`src/rtl/wcr_pkg.sv`:
```
// Shared types and constants of the waveform column renderer.
`default_nettype none
package wcr_pkg;

  localparam int SAMPLE_W   = 16;
  localparam int IDX_W      = 8;
  localparam int COL_W      = 7;
  localparam int ROW_W      = 6;
  localparam int PAGE_W     = 3;
  localparam int ZOOM_W     = 4;
  localparam int OFFSET_W   = 8;
  localparam int SUM_W      = 22;
  localparam int CFG_IDX_W  = 3;
  localparam int CFG_DATA_W = 8;
  localparam int IN_DATA_W  = 32;
  localparam int OUT_DATA_W = 32;

  localparam int DISPLAY_ROWS = 64;
  localparam int FULL_SCALE   = 32767;
  localparam int FULL_SHIFT   = 9;
  localparam int HALF_SHIFT   = 10;
  localparam logic [SAMPLE_W-1:0] SAMPLE_MASK = 16'hffff;

  localparam logic [PAGE_W-1:0] PAGE_FULL = 3'd0;
  localparam logic [PAGE_W-1:0] PAGE_HALF = 3'd4;

  typedef enum logic [CFG_IDX_W-1:0] {
    CFG_TIME_ZOOM   = 3'd0,
    CFG_VERT_ZOOM   = 3'd1,
    CFG_VERT_OFFSET = 3'd2,
    CFG_HALF_HEIGHT = 3'd3,
    CFG_DUAL_MODE   = 3'd4,
    CFG_LINE_STYLE  = 3'd5
  } cfg_idx_e;

  typedef enum logic {
    OP_LOAD   = 1'b0,
    OP_RENDER = 1'b1
  } op_e;

  typedef struct packed {
    logic [COL_W-1:0]  column_x;
    logic [PAGE_W-1:0] first_cleared_page;
    logic [ROW_W-1:0]  dot_row;
    logic [ROW_W-1:0]  span_top;
    logic [ROW_W-1:0]  span_bottom;
    logic              draw_line;
  } out_item_t;

endpackage
`default_nettype wire

```
`src/rtl/wcr_ram.sv`:
```
// Generic single-port-write, single-port-read RAM with registered read data.
`default_nettype none
module wcr_ram #(
  parameter int WIDTH = 16,
  parameter int DEPTH = 128
) (
  input  wire logic                     clk_i,
  input  wire logic                     we_i,
  input  wire logic [$clog2(DEPTH)-1:0] waddr_i,
  input  wire logic [WIDTH-1:0]         wdata_i,
  input  wire logic                     re_i,
  input  wire logic [$clog2(DEPTH)-1:0] raddr_i,
  output logic      [WIDTH-1:0]         rdata_o
);

  logic [WIDTH-1:0] mem_q [DEPTH];

  always_ff @(posedge clk_i) begin
    if (we_i) begin
      mem_q[waddr_i] <= wdata_i;
    end
    if (re_i) begin
      rdata_o <= mem_q[raddr_i];
    end
  end

endmodule
`default_nettype wire

```
`src/rtl/wcr_div.sv`:
```
// Restoring divider, one quotient bit per cycle, for sample index / time zoom.
`default_nettype none
module wcr_div (
  input  wire logic                        clk_i,
  input  wire logic                        rst_ni,
  input  wire logic                        start_i,
  input  wire logic [wcr_pkg::IDX_W-1:0]   dividend_i,
  input  wire logic [wcr_pkg::ZOOM_W-1:0]  divisor_i,
  output logic                             done_o,
  output logic      [wcr_pkg::IDX_W-1:0]   quotient_o
);

  localparam int CntW = $clog2(wcr_pkg::IDX_W);
  localparam int RemW = wcr_pkg::ZOOM_W + 1;

  logic                        busy_q;
  logic                        done_q;
  logic [CntW-1:0]             cnt_q;
  logic [wcr_pkg::IDX_W-1:0]   dvd_q;
  logic [wcr_pkg::IDX_W-1:0]   quo_q;
  logic [RemW-1:0]             rem_q;
  logic [wcr_pkg::ZOOM_W-1:0]  dsr_q;

  logic [RemW-1:0] trial;
  logic            ge;

  assign trial = {rem_q[RemW-2:0], dvd_q[wcr_pkg::IDX_W-1]};
  assign ge    = trial >= {1'b0, dsr_q};

  always_ff @(posedge clk_i or negedge rst_ni) begin
    if (!rst_ni) begin
      busy_q <= 1'b0;
      done_q <= 1'b0;
      cnt_q  <= '0;
    end else begin
      done_q <= 1'b0;
      if (start_i) begin
        busy_q <= 1'b1;
        cnt_q  <= '0;
      end else if (busy_q) begin
        cnt_q <= cnt_q + 1'b1;
        if (cnt_q == CntW'(wcr_pkg::IDX_W - 1)) begin
          busy_q <= 1'b0;
          done_q <= 1'b1;
        end
      end
    end
  end

  always_ff @(posedge clk_i) begin
    if (start_i) begin
      dvd_q <= dividend_i;
      dsr_q <= divisor_i;
      rem_q <= '0;
      quo_q <= '0;
    end else if (busy_q) begin
      dvd_q <= {dvd_q[wcr_pkg::IDX_W-2:0], 1'b0};
      rem_q <= ge ? (trial - {1'b0, dsr_q}) : trial;
      quo_q <= {quo_q[wcr_pkg::IDX_W-2:0], ge};
    end
  end

  assign done_o     = done_q;
  assign quotient_o = quo_q;

endmodule
`default_nettype wire

```
`src/rtl/waveform_column_renderer_top.sv`:
```
// Waveform column renderer: sample store plus a sequencer that turns columns into rows.
//
// Input stream: tuser is the operation (0 load, 1 render). A load writes one sample
// into the store; the block is ready again the next cycle.
// A render reads the column's sample and, in line style, its neighbors that lie in
// the store. Each sample read passes through the 8-step shared divider that forms
// the index / time zoom and signals done, then a RAM read and a row-mapping step.
// Columns whose sample index falls outside the store produce no result.
// Input tready is low while a render is in progress.
// Output stream: one result per in-range render, held in an output register; a new
// item is accepted while a result waits. If the receiver stalls, a finished render
// waits in its last step until the output register is free.
// Configuration writes take effect at once; the user must make them only while idle,
// and the block does not enforce this. Reset clears the configuration to its defaults
// and empties the output; the sample store is not cleared, and a column must not read
// a sample that was never loaded.
`default_nettype none
module waveform_column_renderer_top #(
  parameter int SAMPLE_COUNT = 128,
  parameter int OFFSET_STEP  = 512
) (
  input  wire logic                                clk_i,
  input  wire logic                                rst_ni,
  // tdata: sample_index[6:0], sample_value[22:7], column[29:23], zero fill
  input  wire logic [wcr_pkg::IN_DATA_W-1:0]       s_axis_tdata,
  // tuser: operation[0]
  input  wire logic                                s_axis_tuser,
  input  wire logic                                s_axis_tvalid,
  output logic                                     s_axis_tready,
  // tdata: column_x[6:0], first_cleared_page[9:7], dot_row[15:10],
  //        span_top[21:16], span_bottom[27:22], zero fill
  output logic      [wcr_pkg::OUT_DATA_W-1:0]      m_axis_tdata,
  // tuser: draw_line[0]
  output logic                                     m_axis_tuser,
  output logic                                     m_axis_tvalid,
  input  wire logic                                m_axis_tready,
  input  wire logic                                cfg_we_i,
  input  wire logic [wcr_pkg::CFG_IDX_W-1:0]       cfg_idx_i,
  input  wire logic [wcr_pkg::CFG_DATA_W-1:0]      cfg_data_i
);

  localparam int AW = $clog2(SAMPLE_COUNT);

  typedef enum logic [2:0] {
    ST_IDLE,
    ST_DIV,
    ST_READ,
    ST_ROW,
    ST_FINISH
  } state_e;

  typedef enum logic [1:0] {
    PH_CENTER,
    PH_PREV,
    PH_NEXT
  } phase_e;

  // configuration
  logic [wcr_pkg::ZOOM_W-1:0]          tz_q, vz_q;
  logic signed [wcr_pkg::OFFSET_W-1:0] off_q;
  logic                                half_q, dual_q, line_q;

  always_ff @(posedge clk_i or negedge rst_ni) begin
    if (!rst_ni) begin
      tz_q   <= 4'd1;
      vz_q   <= 4'd1;
      off_q  <= '0;
      half_q <= 1'b0;
      dual_q <= 1'b0;
      line_q <= 1'b1;
    end else if (cfg_we_i) begin
      case (cfg_idx_i)
        wcr_pkg::CFG_TIME_ZOOM:   tz_q   <= cfg_data_i[wcr_pkg::ZOOM_W-1:0];
        wcr_pkg::CFG_VERT_ZOOM:   vz_q   <= cfg_data_i[wcr_pkg::ZOOM_W-1:0];
        wcr_pkg::CFG_VERT_OFFSET: off_q  <= cfg_data_i;
        wcr_pkg::CFG_HALF_HEIGHT: half_q <= cfg_data_i[0];
        wcr_pkg::CFG_DUAL_MODE:   dual_q <= cfg_data_i[0];
        wcr_pkg::CFG_LINE_STYLE:  line_q <= cfg_data_i[0];
        default: ;
      endcase
    end
  end

  logic [wcr_pkg::ZOOM_W-1:0] tz_eff, vz_eff;
  assign tz_eff = (tz_q == '0) ? wcr_pkg::ZOOM_W'(1) : tz_q;
  assign vz_eff = (vz_q == '0) ? wcr_pkg::ZOOM_W'(1) : vz_q;

  // input unpacking
  logic [wcr_pkg::COL_W-1:0]    in_sidx, in_col;
  logic [wcr_pkg::SAMPLE_W-1:0] in_sval;
  logic                         in_xfer;
  logic [wcr_pkg::IDX_W-1:0]    in_m;
  logic                         in_m_ok;

  assign in_sidx = s_axis_tdata[6:0];
  assign in_sval = s_axis_tdata[22:7];
  assign in_col  = s_axis_tdata[29:23];
  assign in_xfer = s_axis_tvalid && s_axis_tready;
  assign in_m    = dual_q ? {in_col, 1'b0} : {1'b0, in_col};
  assign in_m_ok = 9'(in_m) < 9'(SAMPLE_COUNT);

  // sequencer state
  state_e                       state_q, state_d;
  phase_e                       phase_q, phase_d;
  logic [wcr_pkg::IDX_W-1:0]    m_q, m_d;
  logic [wcr_pkg::COL_W-1:0]    col_q, col_d;
  logic [wcr_pkg::ROW_W-1:0]    c_q, c_d, lo_q, lo_d, hi_q, hi_d;
  wcr_pkg::out_item_t           out_q, out_d;
  logic                         ovalid_q, ovalid_d;

  // divider and store
  logic                         div_start, div_done;
  logic [wcr_pkg::IDX_W-1:0]    div_dvd, div_quo;
  logic                         ram_we;
  logic [wcr_pkg::SAMPLE_W-1:0] ram_rdata;

  assign ram_we = in_xfer && (s_axis_tuser == wcr_pkg::OP_LOAD)
                  && (9'(in_sidx) < 9'(SAMPLE_COUNT));

  wcr_div u_div (
    .clk_i      (clk_i),
    .rst_ni     (rst_ni),
    .start_i    (div_start),
    .dividend_i (div_dvd),
    .divisor_i  (tz_eff),
    .done_o     (div_done),
    .quotient_o (div_quo)
  );

  wcr_ram #(
    .WIDTH (wcr_pkg::SAMPLE_W),
    .DEPTH (SAMPLE_COUNT)
  ) u_store (
    .clk_i   (clk_i),
    .we_i    (ram_we),
    .waddr_i (AW'(in_sidx)),
    .wdata_i (in_sval),
    .re_i    (state_q == ST_READ),
    .raddr_i (AW'(div_quo)),
    .rdata_o (ram_rdata)
  );

  // sample to row
  logic [wcr_pkg::SAMPLE_W-1:0]    sat_mask, shifted, v_pre;
  logic                            sat;
  logic signed [wcr_pkg::SUM_W-1:0] off_scaled, sum;
  logic [14:0]                     v;
  logic [14:0]                     v_sh;
  logic [wcr_pkg::ROW_W-1:0]       row;

  always_comb begin
    sat_mask   = wcr_pkg::SAMPLE_MASK >> vz_eff;
    sat        = |(ram_rdata & ~sat_mask);
    shifted    = ram_rdata << (vz_eff - 1'b1);
    v_pre      = sat ? wcr_pkg::SAMPLE_W'(wcr_pkg::FULL_SCALE) : shifted;
    off_scaled = wcr_pkg::SUM_W'(off_q) * $signed(wcr_pkg::SUM_W'(OFFSET_STEP));
    sum        = $signed(wcr_pkg::SUM_W'(v_pre)) + off_scaled;
    if (sum < 0) begin
      v = '0;
    end else if (sum > $signed(wcr_pkg::SUM_W'(wcr_pkg::FULL_SCALE))) begin
      v = 15'(wcr_pkg::FULL_SCALE);
    end else begin
      v = sum[14:0];
    end
    v_sh = half_q ? (v >> wcr_pkg::HALF_SHIFT) : (v >> wcr_pkg::FULL_SHIFT);
    row  = wcr_pkg::ROW_W'(wcr_pkg::DISPLAY_ROWS - 1) - v_sh[wcr_pkg::ROW_W-1:0];
  end

  // neighbor handling
  logic [wcr_pkg::IDX_W-1:0] step;
  logic                      has_prev, has_next;
  logic [wcr_pkg::ROW_W:0]   mid_sum;
  logic [wcr_pkg::ROW_W-1:0] mid;

  assign step     = dual_q ? wcr_pkg::IDX_W'(2) : wcr_pkg::IDX_W'(1);
  assign has_prev = line_q && (m_q >= step);
  assign has_next = line_q && ((9'(m_q) + 9'(step)) < 9'(SAMPLE_COUNT));
  assign mid_sum  = {1'b0, row} + {1'b0, c_q};
  assign mid      = mid_sum[wcr_pkg::ROW_W:1];

  always_comb begin
    state_d   = state_q;
    phase_d   = phase_q;
    m_d       = m_q;
    col_d     = col_q;
    c_d       = c_q;
    lo_d      = lo_q;
    hi_d      = hi_q;
    out_d     = out_q;
    ovalid_d  = ovalid_q;
    div_start = 1'b0;
    div_dvd   = in_m;

    if (ovalid_q && m_axis_tready) begin
      ovalid_d = 1'b0;
    end

    case (state_q)
      ST_IDLE: begin
        if (in_xfer && (s_axis_tuser == wcr_pkg::OP_RENDER) && in_m_ok) begin
          m_d       = in_m;
          col_d     = in_col;
          phase_d   = PH_CENTER;
          div_start = 1'b1;
          div_dvd   = in_m;
          state_d   = ST_DIV;
        end
      end
      ST_DIV: begin
        if (div_done) begin
          state_d = ST_READ;
        end
      end
      ST_READ: begin
        state_d = ST_ROW;
      end
      ST_ROW: begin
        if (phase_q == PH_CENTER) begin
          c_d  = row;
          lo_d = row;
          hi_d = row;
        end else begin
          if ((row < c_q) && (mid < lo_q)) begin
            lo_d = mid;
          end
          if ((row > c_q) && (mid > hi_q)) begin
            hi_d = mid;
          end
        end
        if ((phase_q == PH_CENTER) && has_prev) begin
          phase_d   = PH_PREV;
          div_start = 1'b1;
          div_dvd   = m_q - step;
          state_d   = ST_DIV;
        end else if ((phase_q != PH_NEXT) && has_next) begin
          phase_d   = PH_NEXT;
          div_start = 1'b1;
          div_dvd   = m_q + step;
          state_d   = ST_DIV;
        end else begin
          state_d = ST_FINISH;
        end
      end
      ST_FINISH: begin
        if (!ovalid_q || m_axis_tready) begin
          out_d.column_x           = col_q;
          out_d.first_cleared_page = half_q ? wcr_pkg::PAGE_HALF : wcr_pkg::PAGE_FULL;
          out_d.dot_row            = c_q;
          out_d.span_top           = lo_q;
          out_d.span_bottom        = hi_q;
          out_d.draw_line          = line_q;
          ovalid_d                 = 1'b1;
          state_d                  = ST_IDLE;
        end
      end
      default: state_d = ST_IDLE;
    endcase
  end

  always_ff @(posedge clk_i or negedge rst_ni) begin
    if (!rst_ni) begin
      state_q  <= ST_IDLE;
      phase_q  <= PH_CENTER;
      ovalid_q <= 1'b0;
    end else begin
      state_q  <= state_d;
      phase_q  <= phase_d;
      ovalid_q <= ovalid_d;
    end
  end

  always_ff @(posedge clk_i) begin
    m_q   <= m_d;
    col_q <= col_d;
    c_q   <= c_d;
    lo_q  <= lo_d;
    hi_q  <= hi_d;
    out_q <= out_d;
  end

  assign s_axis_tready = (state_q == ST_IDLE);
  assign m_axis_tvalid = ovalid_q;
  assign m_axis_tuser  = out_q.draw_line;
  assign m_axis_tdata  = {4'b0000, out_q.span_bottom, out_q.span_top, out_q.dot_row,
                          out_q.first_cleared_page, out_q.column_x};

endmodule
`default_nettype wire

```
`config.mk`:
```
export PLATFORM = sky130hd
export DESIGN_NAME = waveform_column_renderer_top
export DESIGN_NICKNAME = d
export VERILOG_FILES = /design/src/rtl/wcr_pkg.sv /design/src/rtl/wcr_ram.sv /design/src/rtl/wcr_div.sv /design/src/rtl/waveform_column_renderer_top.sv
export SDC_FILE = /design/constraint.sdc
export NUM_CORES = 2
export LEC_CHECK = 0
export BUFFER_PORTS_ARGS = -buffer_cell sky130_fd_sc_hd__buf_4
export CAP_MARGIN = 20
export CORE_ASPECT_RATIO = 1.75
export CORE_MARGIN = 1
export CORE_UTILIZATION = 40
export CTS_BUF_LIST = sky130_fd_sc_hd__clkbuf_4 sky130_fd_sc_hd__clkbuf_8
export DETAILED_ROUTE_END_ITERATION = 16
export RECOVER_POWER = 25
export SLEW_MARGIN = 20
export SYNTH_ARGS = -nofsm -noshare
export SYNTH_HDL_FRONTEND = slang
export SYNTH_SLANG_ARGS = --single-unit
export TNS_END_PERCENT = 50
```
`constraint.sdc`:
```
create_clock -name clk_i -period 7.7 [get_ports clk_i]
set_clock_uncertainty 0.2 [all_clocks]
set_input_delay 1.155 -clock clk_i [delete_from_list [all_inputs] [get_ports clk_i]]
set_output_delay 1.155 -clock clk_i [all_outputs]
set_load 0.01 [all_outputs]
```
==> results.ini <==
[setup_path]
critical-path-top-delay-family=compound AO/OA/AOI/OAI gates
path_class=reg -> reg
crit_path_end_kind=flop
path_buf_inv=5
rr_startpoint=vz_q[1]
critPathMaxStageDelay_ps=440
cp_slowest_cell=a2111oi_0
critPathRequiredTime_ps=8140
crit-reg2reg-capture=hi_q[4]
rrSetupSlack_ps=460
path_max_fanout=10
ff2ff_path_depth=34
path_common_cell=nor2_1
arrival_ps=7680
start_kind=flop

[power_and_ir_drop]
pwr-share-clk_pct=28.7
irDropWorstVdd_v=0.000220
leakage_nw=30.6
comb_power_share_pct=26.9
p_per_area_nw_per_um2=318
seqPwrFrac_pct=44.4
internal_power_mw=21.3
switching_share_pct=30.2
p_switching_mw=9.20

[clock_network]
cts_buffers=301
htree_levels=5
clock-root-buffer=clkbuf_8
cts.clk_slew.worst_paths_ps=60
cts_tree=done
clock_path_buffers=4
insertion_delay_ps=930
clock-sinks=2177

[drt]
wl_per_cell_um=27.5
drt_first_iter_violations=3272
vias=41800
avgViaCountPerCell=5.55
routed_wl_um=207000
firstDrtPassIters=11
drc=2
ant_nets=0

[timing]
fmax_ghz=0.138
rsz0062_at_grt=false
tightest_slew_ps=4670
finalSetupViolCount=0
period_needed_ps=7240
final-max-slew-violation-count=1730
period_share_pct=94.0
tns_ps=0
slew_headroom_pct=-211
whs_ps=215
hold_violations=0

[global_route]
grt-ovfl-total=0
grtUsageTotal_pct=19.2
grt_max_degree=102
antenna_found_initial=10
grt_pass1_wl_um=301000
grt_pass1_vias=43900

[logic_synthesis]
async_flop_share_pct=1.38
yosysWarnings=0
synth_edf_count=2136
syn_area_sq_um=85500
postSynthCellCount=4138
yosysTopAreaCell=edfxtp_1
synth_top_area_share_pct=75.1
synth_flop_cell=edfxtp_1
yosysSeqAreaShare_pct=76.2
ys_top_cells_by_area=edfxtp_1 (75%), mux4_2 (12%), mux2i_1 (2.6%)
synth_cell_types=73
syn_avg_cell_area_sq_um=20.7
ys_ff_latch=2177

[die]
dieArea_sq_um=216000
rows=224
coreArea_sq_um=212000
initial_core_util_pct=40.2
die_w_um=351
ioPinCount=84
dieHeight_um=613

[placement]
place.gp.congestion=0.856
dpl.cell_count=7011
post_dp_cell_area_sq_um=90100
port_buffers=75
dp_hpwl_um=126000

[min_path]
hold_start=col_q[3]
min_path_type=reg -> reg
hold_path_depth=0
min_to=m_axis_tdata[3]

[layout]
fin_area_sq_um=95700
final_cells=7534
drive_gt1_share_pct=25.4
fin_nets=4591
utilization_pct=45.1
synthToLayoutAreaGrowth_pct=12.0

[status]
status=finished, violations left
violations=design-rule violations, max-capacitance violations, max-slew violations

[flow_run]
drv_cap=28

## per-layer routing
layer | global-route usage (%) | vias up | wire (um)
met5 | 0 | - | 37
met4 | 7.48 | 8 | 7880
met3 | 2.70 | 371 | 9490
met2 | 35.3 | 1220 | 112000
met1 | 22.2 | 22300 | 77500
li1 | - | 18000 | -
## registers in the layout, indices dropped and copies added, names as in the netlist, 7 cells and up
signal            cells
col_q                 7
m_axis_tdata         26
u_store.mem_q      2048
u_div.dvd_q           8
u_div.quotient_o      7
m_q                   8
u_store.rdata_o      16
off_q                 8
## cell families (layout without fill, tap and decap cells)
logic type               Yosys count  after routing  synth area share, %
adder cells (fa/ha/maj)           49             49                0.761
AO/OA/AOI/OAI                    464            464                 3.79
XOR/XNOR                          15             15                0.154
flip-flops                      2177           2177                 76.2
multiplexers                     710            710                 15.0
AND/OR/NAND/NOR                  430            430                 2.43
other                              1             14              0.00439
buffers and inverters            292            850                 1.65
## cells in the mapped netlist (4+ instances only)
master,number
edfxtp_1,2136
mux4_2,448
mux2i_1,226
nor2_1,190
o21ai_0,148
a221oi_1,146
clkbuf_1,107
buf_2,72
nand2_1,70
inv_1,58
ha_1,44
a31oi_1,35
nor2b_1,33
a22o_1,32
mux2_2,31
nand3_1,31
a21oi_1,29
dfrtp_1,27
nand4_1,22
buf_1,20
buf_6,16
or3b_1,16
buf_4,15
nor3_1,15
dfxtp_1,11
xnor2_1,11
nand2b_1,10
a211oi_1,9
a21o_1,9
o22ai_1,9
and3_1,8
nor3b_1,6
fa_1,5
mux4_1,5
o211ai_1,5
o21a_1,5
o21ai_1,5
or2_2,5
a2111oi_0,4
and2_1,4
nor4b_1,4
o21bai_1,4
xor2_1,4
## worst reg2reg max path, delay by kind of cell, from the launching register on
kind | cells | cell delay [ps]
AO/OA/AOI/OAI | 11 | 2580
adder cells (fa/ha/maj) | 6 | 1670
buffers and inverters | 5 | 590
flip-flops | 1 | 380
AND/OR/NAND/NOR | 12 | 1500
## layout make-up
class	count	area (sq um)
clock inverters	124	853
flip-flops and latches	2177	65100
clock buffers	387	4860
inverters	58	220
diodes	8	20.0
multi-input cells	1674	19000
repair buffers	281	2080
fillers	18100	117000
well taps	2825	3530
## power groups by stage
stage | registers (mW) | clock network (mW) | logic, mW
floorplan | 13.6 | 0 | 5.83
global placement | 13.8 | 0 | 8.23
detailed placement | 13.8 | 0 | 8.29
CTS | 13.5 | 8.95 | 8.30
global route | 13.6 | 9.37 | 8.70
finish | 13.5 | 8.75 | 8.19
## cell usage in the layout, fill, tap and decap left out, types with 10 or more instances in the layout
master / Yosys / final
a22o_1: 32 / 32
a221oi_1: 146 / 146
buf_4: 15 / 229
nor2_1: 190 / 175
bufinv_16: 0 / 11
a21oi_1: 29 / 29
inv_1: 58 / 57
clkbuf_1: 107 / 41
edfxtp_1: 2136 / 2136
or3b_1: 16 / 16
mux4_2: 448 / 448
clkbuf_4: 0 / 75
buf_12: 3 / 10
xnor2_1: 11 / 11
nand2b_1: 10 / 10
clkbuf_8: 0 / 312
mux2_2: 31 / 22
o21ai_0: 148 / 148
mux2i_1: 226 / 226
a31oi_1: 35 / 35
nand2_1: 70 / 70
nand3_1: 31 / 31
nor2b_1: 33 / 31
nand4_1: 22 / 22
clkinv_1: 0 / 66
clkinv_2: 0 / 34
ha_1: 44 / 44
dfrtp_1: 27 / 27
nor2_2: 0 / 12
nor3_1: 15 / 15
## worst max-delay path by stage
stage	from	to	depth (start not counted)
floorplan	vz_q[0]	hi_q[0]	34
global placement	vz_q[1]	hi_q[0]	34
detailed placement	vz_q[1]	hi_q[0]	31
CTS	vz_q[1]	hi_q[4]	31
global route	vz_q[1]	hi_q[4]	34
finish	vz_q[1]	hi_q[4]	34
## timing repair
action,4_1_cts,5_1_grt
setup endpoints to repair,0,12
buffers inserted,0,3
hold endpoints to repair,27,0
hold buffers,1,0
resized for setup,0,5
## stage by stage
stage	worst slack, ps	power, mW
floorplan	218	19.4
global placement	225	22.0
detailed placement	151	22.1
CTS	124	30.8
global route	14.0	31.6
finish	462	30.5
(Power assumes the default switching activity.)
